--- config.mk ---
export PLATFORM = sky130hd
export DESIGN_NAME = rolling_remote_code_scrambler
export DESIGN_NICKNAME = d
export VERILOG_FILES = /design/src/rtl/rrcs_pkg.sv /design/src/rtl/rrcs_scramble.sv /design/src/rtl/rolling_remote_code_scrambler.sv
export SDC_FILE = /design/constraint.sdc
export NUM_CORES = 1
export LEC_CHECK = 0
export BUFFER_PORTS_ARGS = -buffer_cell sky130_fd_sc_hd__buf_2
export CAP_MARGIN = 20
export CORE_MARGIN = 4
export CORE_UTILIZATION = 40
export CTS_CLUSTER_SIZE = 40
export DETAILED_ROUTE_END_ITERATION = 10
export HOLD_SLACK_MARGIN = 0.06
export PLACE_DENSITY_LB_ADDON = 0.12
export SLEW_MARGIN = 20
export SYNTH_ARGS = -nofsm -noshare
export SYNTH_HDL_FRONTEND = slang
export SYNTH_HIERARCHICAL = 1
export SYNTH_SLANG_ARGS = --single-unit
--- constraint.sdc ---
create_clock -name clock -period 6.8 [get_ports clock]
set_clock_uncertainty 0.15 [all_clocks]
set_input_delay 1.02 -clock clock [delete_from_list [all_inputs] [get_ports clock]]
set_output_delay 1.02 -clock clock [all_outputs]
set_load 0.1 [all_outputs]
--- src/rtl/rrcs_pkg.sv ---
// Constants, scramble table and lookup functions of the rolling remote code scrambler.
// Depends on nothing; used by rrcs_scramble and the top level.
package rrcs_pkg;

   localparam int DEVICE_CODE_W = 16;
   localparam int COMMAND_W     = 8;
   localparam int FRAME_CODE_W  = 28;
   localparam int ROLL_COUNT_W  = 2;
   localparam int REQ_DATA_W    = 24;
   localparam int RSP_DATA_W    = 32;

   localparam int NIBBLES      = 7;
   localparam int PASS_NIBBLES = 6;

   localparam logic [3:0] LEAD_NIBBLE = 4'h1;
   localparam logic [3:0] LAST_MASK   = 4'h9;

   localparam logic [11:0] SCR_TABLE [16] = '{
      12'h609, 12'h306, 12'h803, 12'ha08,
      12'h00a, 12'h200, 12'hc02, 12'h40c,
      12'he04, 12'h70e, 12'h507, 12'h105,
      12'hf01, 12'hb0f, 12'hd0b, 12'h90d
   };

   function automatic logic [3:0] scr_hi(input logic [3:0] idx);
      logic [11:0] entry;
      entry = SCR_TABLE[idx];
      return entry[11:8];
   endfunction

   function automatic logic [3:0] scr_lo(input logic [3:0] idx);
      logic [11:0] entry;
      entry = SCR_TABLE[idx];
      return entry[3:0];
   endfunction

endpackage

--- src/rtl/rrcs_scramble.sv ---
// Combinational frame builder: plain nibbles, two chained table passes, packing and rotation.
// Depends on rrcs_pkg.
module rrcs_scramble (
   input  logic [rrcs_pkg::DEVICE_CODE_W-1:0] device_code,
   input  logic [rrcs_pkg::COMMAND_W-1:0]     command,
   input  logic [rrcs_pkg::ROLL_COUNT_W-1:0]  roll_count,
   output logic [rrcs_pkg::FRAME_CODE_W-1:0]  frame_code
);

   logic [3:0] plain  [rrcs_pkg::NIBBLES];
   logic [3:0] first  [rrcs_pkg::PASS_NIBBLES];
   logic [3:0] second [rrcs_pkg::NIBBLES];
   logic [rrcs_pkg::FRAME_CODE_W-1:0] packed_code;
   logic [2:0] level;

   always_comb begin
      level    = 3'(command - 8'd1);
      plain[0] = rrcs_pkg::LEAD_NIBBLE;
      plain[1] = {roll_count, (command != '0), 1'b0};
      plain[2] = device_code[3:0];
      plain[3] = device_code[7:4];
      plain[4] = device_code[11:8];
      plain[5] = device_code[15:12];
      if (command inside {[8'd1:8'd8]}) begin
         plain[6] = {1'b1, level};
      end else begin
         plain[6] = 4'h0;
      end

      first[0] = rrcs_pkg::scr_hi(plain[0]);
      for (int k = 1; k < rrcs_pkg::PASS_NIBBLES; k++) begin
         first[k] = rrcs_pkg::scr_hi(plain[k] ^ first[k-1]);
      end

      second[0] = rrcs_pkg::scr_lo(first[0]);
      for (int k = 1; k < rrcs_pkg::PASS_NIBBLES; k++) begin
         second[k] = rrcs_pkg::scr_lo(first[k] ^ second[k-1]);
      end
      second[6] = plain[6] ^ rrcs_pkg::LAST_MASK;

      for (int k = 0; k < rrcs_pkg::NIBBLES; k++) begin
         packed_code[4*k +: 4] = second[k];
      end
      frame_code = {packed_code[1:0], packed_code[rrcs_pkg::FRAME_CODE_W-1:2]};
   end

endmodule

--- src/rtl/rolling_remote_code_scrambler.sv ---
// Top level of the rolling remote code scrambler: input register, rolling counter,
// frame builder and result register. Depends on rrcs_pkg and rrcs_scramble.
//
//   channel  direction  tdata fields (lowest bit first)
//   req_     in         device_code[15:0], command[23:16]
//   rsp_     out        frame_code[27:0], rolling_count[29:28], zero[31:30]
//
// Each item passes an input register and then a result register. One item is
// accepted every cycle while the result side takes items. The rolling counter
// steps on each accepted item.
// Reset clears the counter and both registers' valid flags. A stalled result holds
// its register and the input register still takes one more item behind it.
module rolling_remote_code_scrambler (
   input  logic                           clock,
   input  logic                           reset,
   input  logic                           req_tvalid,
   output logic                           req_tready,
   input  logic [rrcs_pkg::REQ_DATA_W-1:0] req_tdata,  // device_code, command
   output logic                           rsp_tvalid,
   input  logic                           rsp_tready,
   output logic [rrcs_pkg::RSP_DATA_W-1:0] rsp_tdata   // frame_code, rolling_count, zeros
);

   logic [rrcs_pkg::ROLL_COUNT_W-1:0]  count_ff, count_in;
   logic                               s1_valid_ff, s1_valid_in;
   logic [rrcs_pkg::DEVICE_CODE_W-1:0] s1_code_ff;
   logic [rrcs_pkg::COMMAND_W-1:0]     s1_cmd_ff;
   logic [rrcs_pkg::ROLL_COUNT_W-1:0]  s1_count_ff;
   logic                               s2_valid_ff, s2_valid_in;
   logic [rrcs_pkg::FRAME_CODE_W-1:0]  s2_frame_ff;
   logic [rrcs_pkg::ROLL_COUNT_W-1:0]  s2_count_ff;
   logic [rrcs_pkg::FRAME_CODE_W-1:0]  frame_code;
   logic                               req_accept, s2_ready, s1_move;

   assign s2_ready   = !s2_valid_ff || rsp_tready;
   assign s1_move    = s1_valid_ff && s2_ready;
   assign req_tready = !s1_valid_ff || s2_ready;
   assign req_accept = req_tvalid && req_tready;

   assign count_in    = count_ff + 2'd1;
   assign s1_valid_in = req_accept || (s1_valid_ff && !s2_ready);
   assign s2_valid_in = s1_move || (s2_valid_ff && !rsp_tready);

   rrcs_scramble u_scramble (
      .device_code (s1_code_ff),
      .command     (s1_cmd_ff),
      .roll_count  (s1_count_ff),
      .frame_code  (frame_code)
   );

   always_ff @(posedge clock) begin
      if (reset) begin
         count_ff    <= '0;
         s1_valid_ff <= 1'b0;
         s2_valid_ff <= 1'b0;
      end else begin
         s1_valid_ff <= s1_valid_in;
         s2_valid_ff <= s2_valid_in;
         if (req_accept) begin
            count_ff <= count_in;
         end
      end
   end

   always_ff @(posedge clock) begin
      if (req_accept) begin
         s1_code_ff  <= req_tdata[15:0];
         s1_cmd_ff   <= req_tdata[23:16];
         s1_count_ff <= count_in;
      end
      if (s1_move) begin
         s2_frame_ff <= frame_code;
         s2_count_ff <= s1_count_ff;
      end
   end

   assign rsp_tvalid = s2_valid_ff;
   assign rsp_tdata  = {2'b00, s2_count_ff, s2_frame_ff};

endmodule

==> impl_metrics.py <==
metrics = {
    "cts": {
        "cts_setup_buffers": 0,
        "cts_hold_buf": 0,
        "cts_tree": "yes",
        "cts_buffers": 9,
        "clock_sinks": 60,
        "clockBufferDepth": 2,
        "cts_root_buffer": "clkbuf_8",
        "clkTransAtPathRegs_ns": 0.07,
        "insertion_delay_ns": 0.34,
        "htree_levels": 3,
        "post_cts_resized": 0,
    },
    "synthesis": {
        "synth_warnings": 6,
        "synth-edff-count": 56,
        "yosys-top-cells-area": "edfxtp_1 40%, ha_1 3.5%, xnor2_1 2.7%",
        "synth-seq-cells": 60,
        "netlist_area_um2": 4230,
        "synth-seq-area-share_pct": 41.6,
        "synth_cells": 381,
        "async_flop_share_pct": 0,
        "yosysTopAreaCell": "edfxtp_1",
        "synth_top_area_share_pct": 39.7,
        "synth_ff_type": "edfxtp_1",
        "syn_avg_cell_area_um2": 11.1,
        "synth_cell_type_count": 94,
    },
    "timing": {
        "final-setup-viol-count": 0,
        "worst_slew_margin_rel_pct": 32.7,
        "rsz0062_at_grt": "false",
        "setup_tns_ns": 0,
        "tightestPinTransition_ns": 1.01,
        "final-hold-violation-count": 0,
        "fmax_ghz": 0.160,
        "fin_crit_sh_pct": 91.7,
        "period_minus_slack_ns": 6.23,
        "maxSlewViolCount": 0,
    },
    "finish": {
        "nFillCells": 920,
        "regArea_um2": 1760,
        "drive_gt1_share_pct": 30.2,
        "multi_input_area_um2": 2300,
        "layout.nets": 485,
        "n_antenna_cell": 0,
        "area_growth_pct": 15.8,
    },
    "setup_path": {
        "r2r-end": "s2_frame_ff[20]$_DFFE_PP_",
        "r2r_setup_slack_ns": 0.57,
        "required_ns": 6.74,
        "worst-path-max-fanout": 12,
        "rr_worst_depth": 21,
        "timing.rr.start": "s1_cmd_ff[0]$_DFFE_PP_",
        "endpoint_kind": "register",
        "critPathArrivalTime_ns": 6.17,
        "critPathLaunchType": "register",
        "path_class": "reg -> reg",
    },
    "grt": {
        "antenna_found_initial": 0,
        "grt_pass1_vias": 3099,
        "grt_start_max_net_pins": 31,
        "grt_pass1_wl_um": 15100,
        "track_usage_pct": 15.0,
        "gr-total-overflow": 0,
    },
    "detailed_routing": {
        "wl_met1_um": 4500,
        "drt_iter0_drc": 171,
        "wl_met3_um": 542,
        "detail-route-antenna-nets": 0,
        "vias_per_cell": 5.38,
        "routedWlPerCell_um": 15.4,
        "wl_um": 9010,
        "route.met2.wl_um": 3790,
        "vias": 3155,
        "dr.pass1.iters": 6,
        "drc": 0,
        "routed.top_layer": "met4",
    },
    "outcome": {
        "outcome": "complete, no violations",
    },
    "die": {
        "io_pins": 62,
        "die_width_um": 111,
        "core_area_um2": 10300,
        "die_height_um": 111,
        "start_util_pct": 41.0,
        "die_area_um2": 12300,
        "rows": 37,
    },
    "placed_design": {
        "place_hpwl_um": 6630,
        "gp_congestion": 0.887,
        "portBuffers": 59,
    },
    "worst_hold_path": {
        "worstHoldStart": "count_ff[0]$_SDFFE_PP0P_",
        "hp-class": "reg -> reg",
        "min_path_cells": 1,
        "hold_end": "s1_count_ff[0]$_DFFE_PP_",
    },
    "run": {
        "cap_violations": 0,
    },
}
[cell type report]
type,instances,share of cell area (%)
clock buffers,11,2.68
clock inverters,5,1.58
inverters,24,1.84
multi-input cells,281,46.9
flip-flops and latches,60,35.9
well taps,136,3.47
repair buffers,69,7.56
[cells in the mapped netlist (5+ instances only)]
cell type  count
a21oi_1       19
o21ai_1        5
nor3_1         8
mux2i_1        7
clkbuf_1       9
edfxtp_1      56
nor2_1        27
o211ai_1       6
buf_4          6
o21ai_0       13
nand2_1       14
a211o_1        6
nand2b_1       7
nand3_1        9
ha_1          12
inv_1         22
xnor2_1       13
xor2_2         5
xor2_1         9
[placed cells by master (no fill, tap or decap), types with 4 or more instances in the layout]
cell type	netlist	final
xnor2_1	13	13
and3_1	4	4
o211ai_1	6	6
o21ai_1	5	5
dfxtp_1	4	4
nand3_1	9	9
a31oi_1	4	4
xor2_2	5	5
o21ai_0	13	13
mux2i_1	7	7
nor3_1	8	8
buf_2	2	59
nor2_1	27	27
conb_1	3	6
a211o_1	6	6
nand2_1	14	14
mux2_2	4	4
xor2_1	9	9
nand2b_1	7	7
edfxtp_1	56	56
a21o_1	4	4
buf_4	6	10
clkbuf_8	0	9
a21oi_1	19	19
ha_1	12	12
nand4_1	4	4
inv_1	22	22
[cell families after synthesis]
logic type	share of synthesized area, %
compound gates	21.9
simple gates	15.4
flops	41.6
buf+inv	4.58
xor+xnor	8.54
mux	4.11
fa+ha+maj	3.55
other cells	0.266
[registers in the layout (all words and copies together) (netlist names)]
name,count
count_ff,2
rsp_tvalid,1
s1_cmd_ff,8
s1_code_ff,16
s1_count_ff,2
s1_valid_ff,1
s2_count_ff,2
s2_frame_ff,28
[stage by stage]
step,area [um2],setup WS (ns),std cells,hold WS (ns),util [%]
after global routing,4900,0.0328,586,0.445,47.5
after global placement,4690,0.681,570,0.377,45.4
after detailed placement,4690,0.636,570,0.383,45.4
after CTS,4900,0.598,586,0.398,47.5
final,4900,0.568,586,0.394,47.5
after floorplan,4240,0.886,384,0.337,-
[worst max path at each step]
stage	startpoint	end	slack, ns	depth (start not counted)
final	s1_cmd_ff[0]$_DFFE_PP_	s2_frame_ff[20]$_DFFE_PP_	0.57	21
after global routing	s1_cmd_ff[0]$_DFFE_PP_	s2_frame_ff[20]$_DFFE_PP_	0.03	24
after CTS	s1_cmd_ff[0]$_DFFE_PP_	s2_frame_ff[20]$_DFFE_PP_	0.60	24
after detailed placement	s1_cmd_ff[0]$_DFFE_PP_	s2_frame_ff[20]$_DFFE_PP_	0.64	24
after global placement	s1_cmd_ff[5]$_DFFE_PP_	s2_frame_ff[20]$_DFFE_PP_	0.68	19
after floorplan	s1_cmd_ff[0]$_DFFE_PP_	s2_frame_ff[20]$_DFFE_PP_	0.89	25
[worst max-delay path, stage by stage, from the launching register on]
cell and delay (ns):
edfxtp_1 0.40, inv_1 0.12, ha_1 0.22, or3b_1 0.55, o21ai_0 0.26, a211o_1 0.19, o2111ai_1 0.30, nor4_1 0.64
o21ai_0 0.15, mux2_2 0.31, xnor2_1 0.28, inv_1 0.12, ha_1 0.32, mux2_2 0.30, xor2_2 0.22, inv_1 0.07
ha_1 0.18, mux2_2 0.25, o21a_2 0.22, xor2_2 0.32, o21ai_1 0.10, a211o_1 0.29
[layer usage]
layer | track usage, % | up-vias
li1 | - | 1567
met1 | 21.4 | 1497
met2 | 21.7 | 79
met3 | 3.77 | 12
met4 | 6.24 | 0
met5 | 0 | -
Power is left out: the tool's default activity adds up to more than one toggle a clock period on the data nets, which glitch-free logic cannot reach.
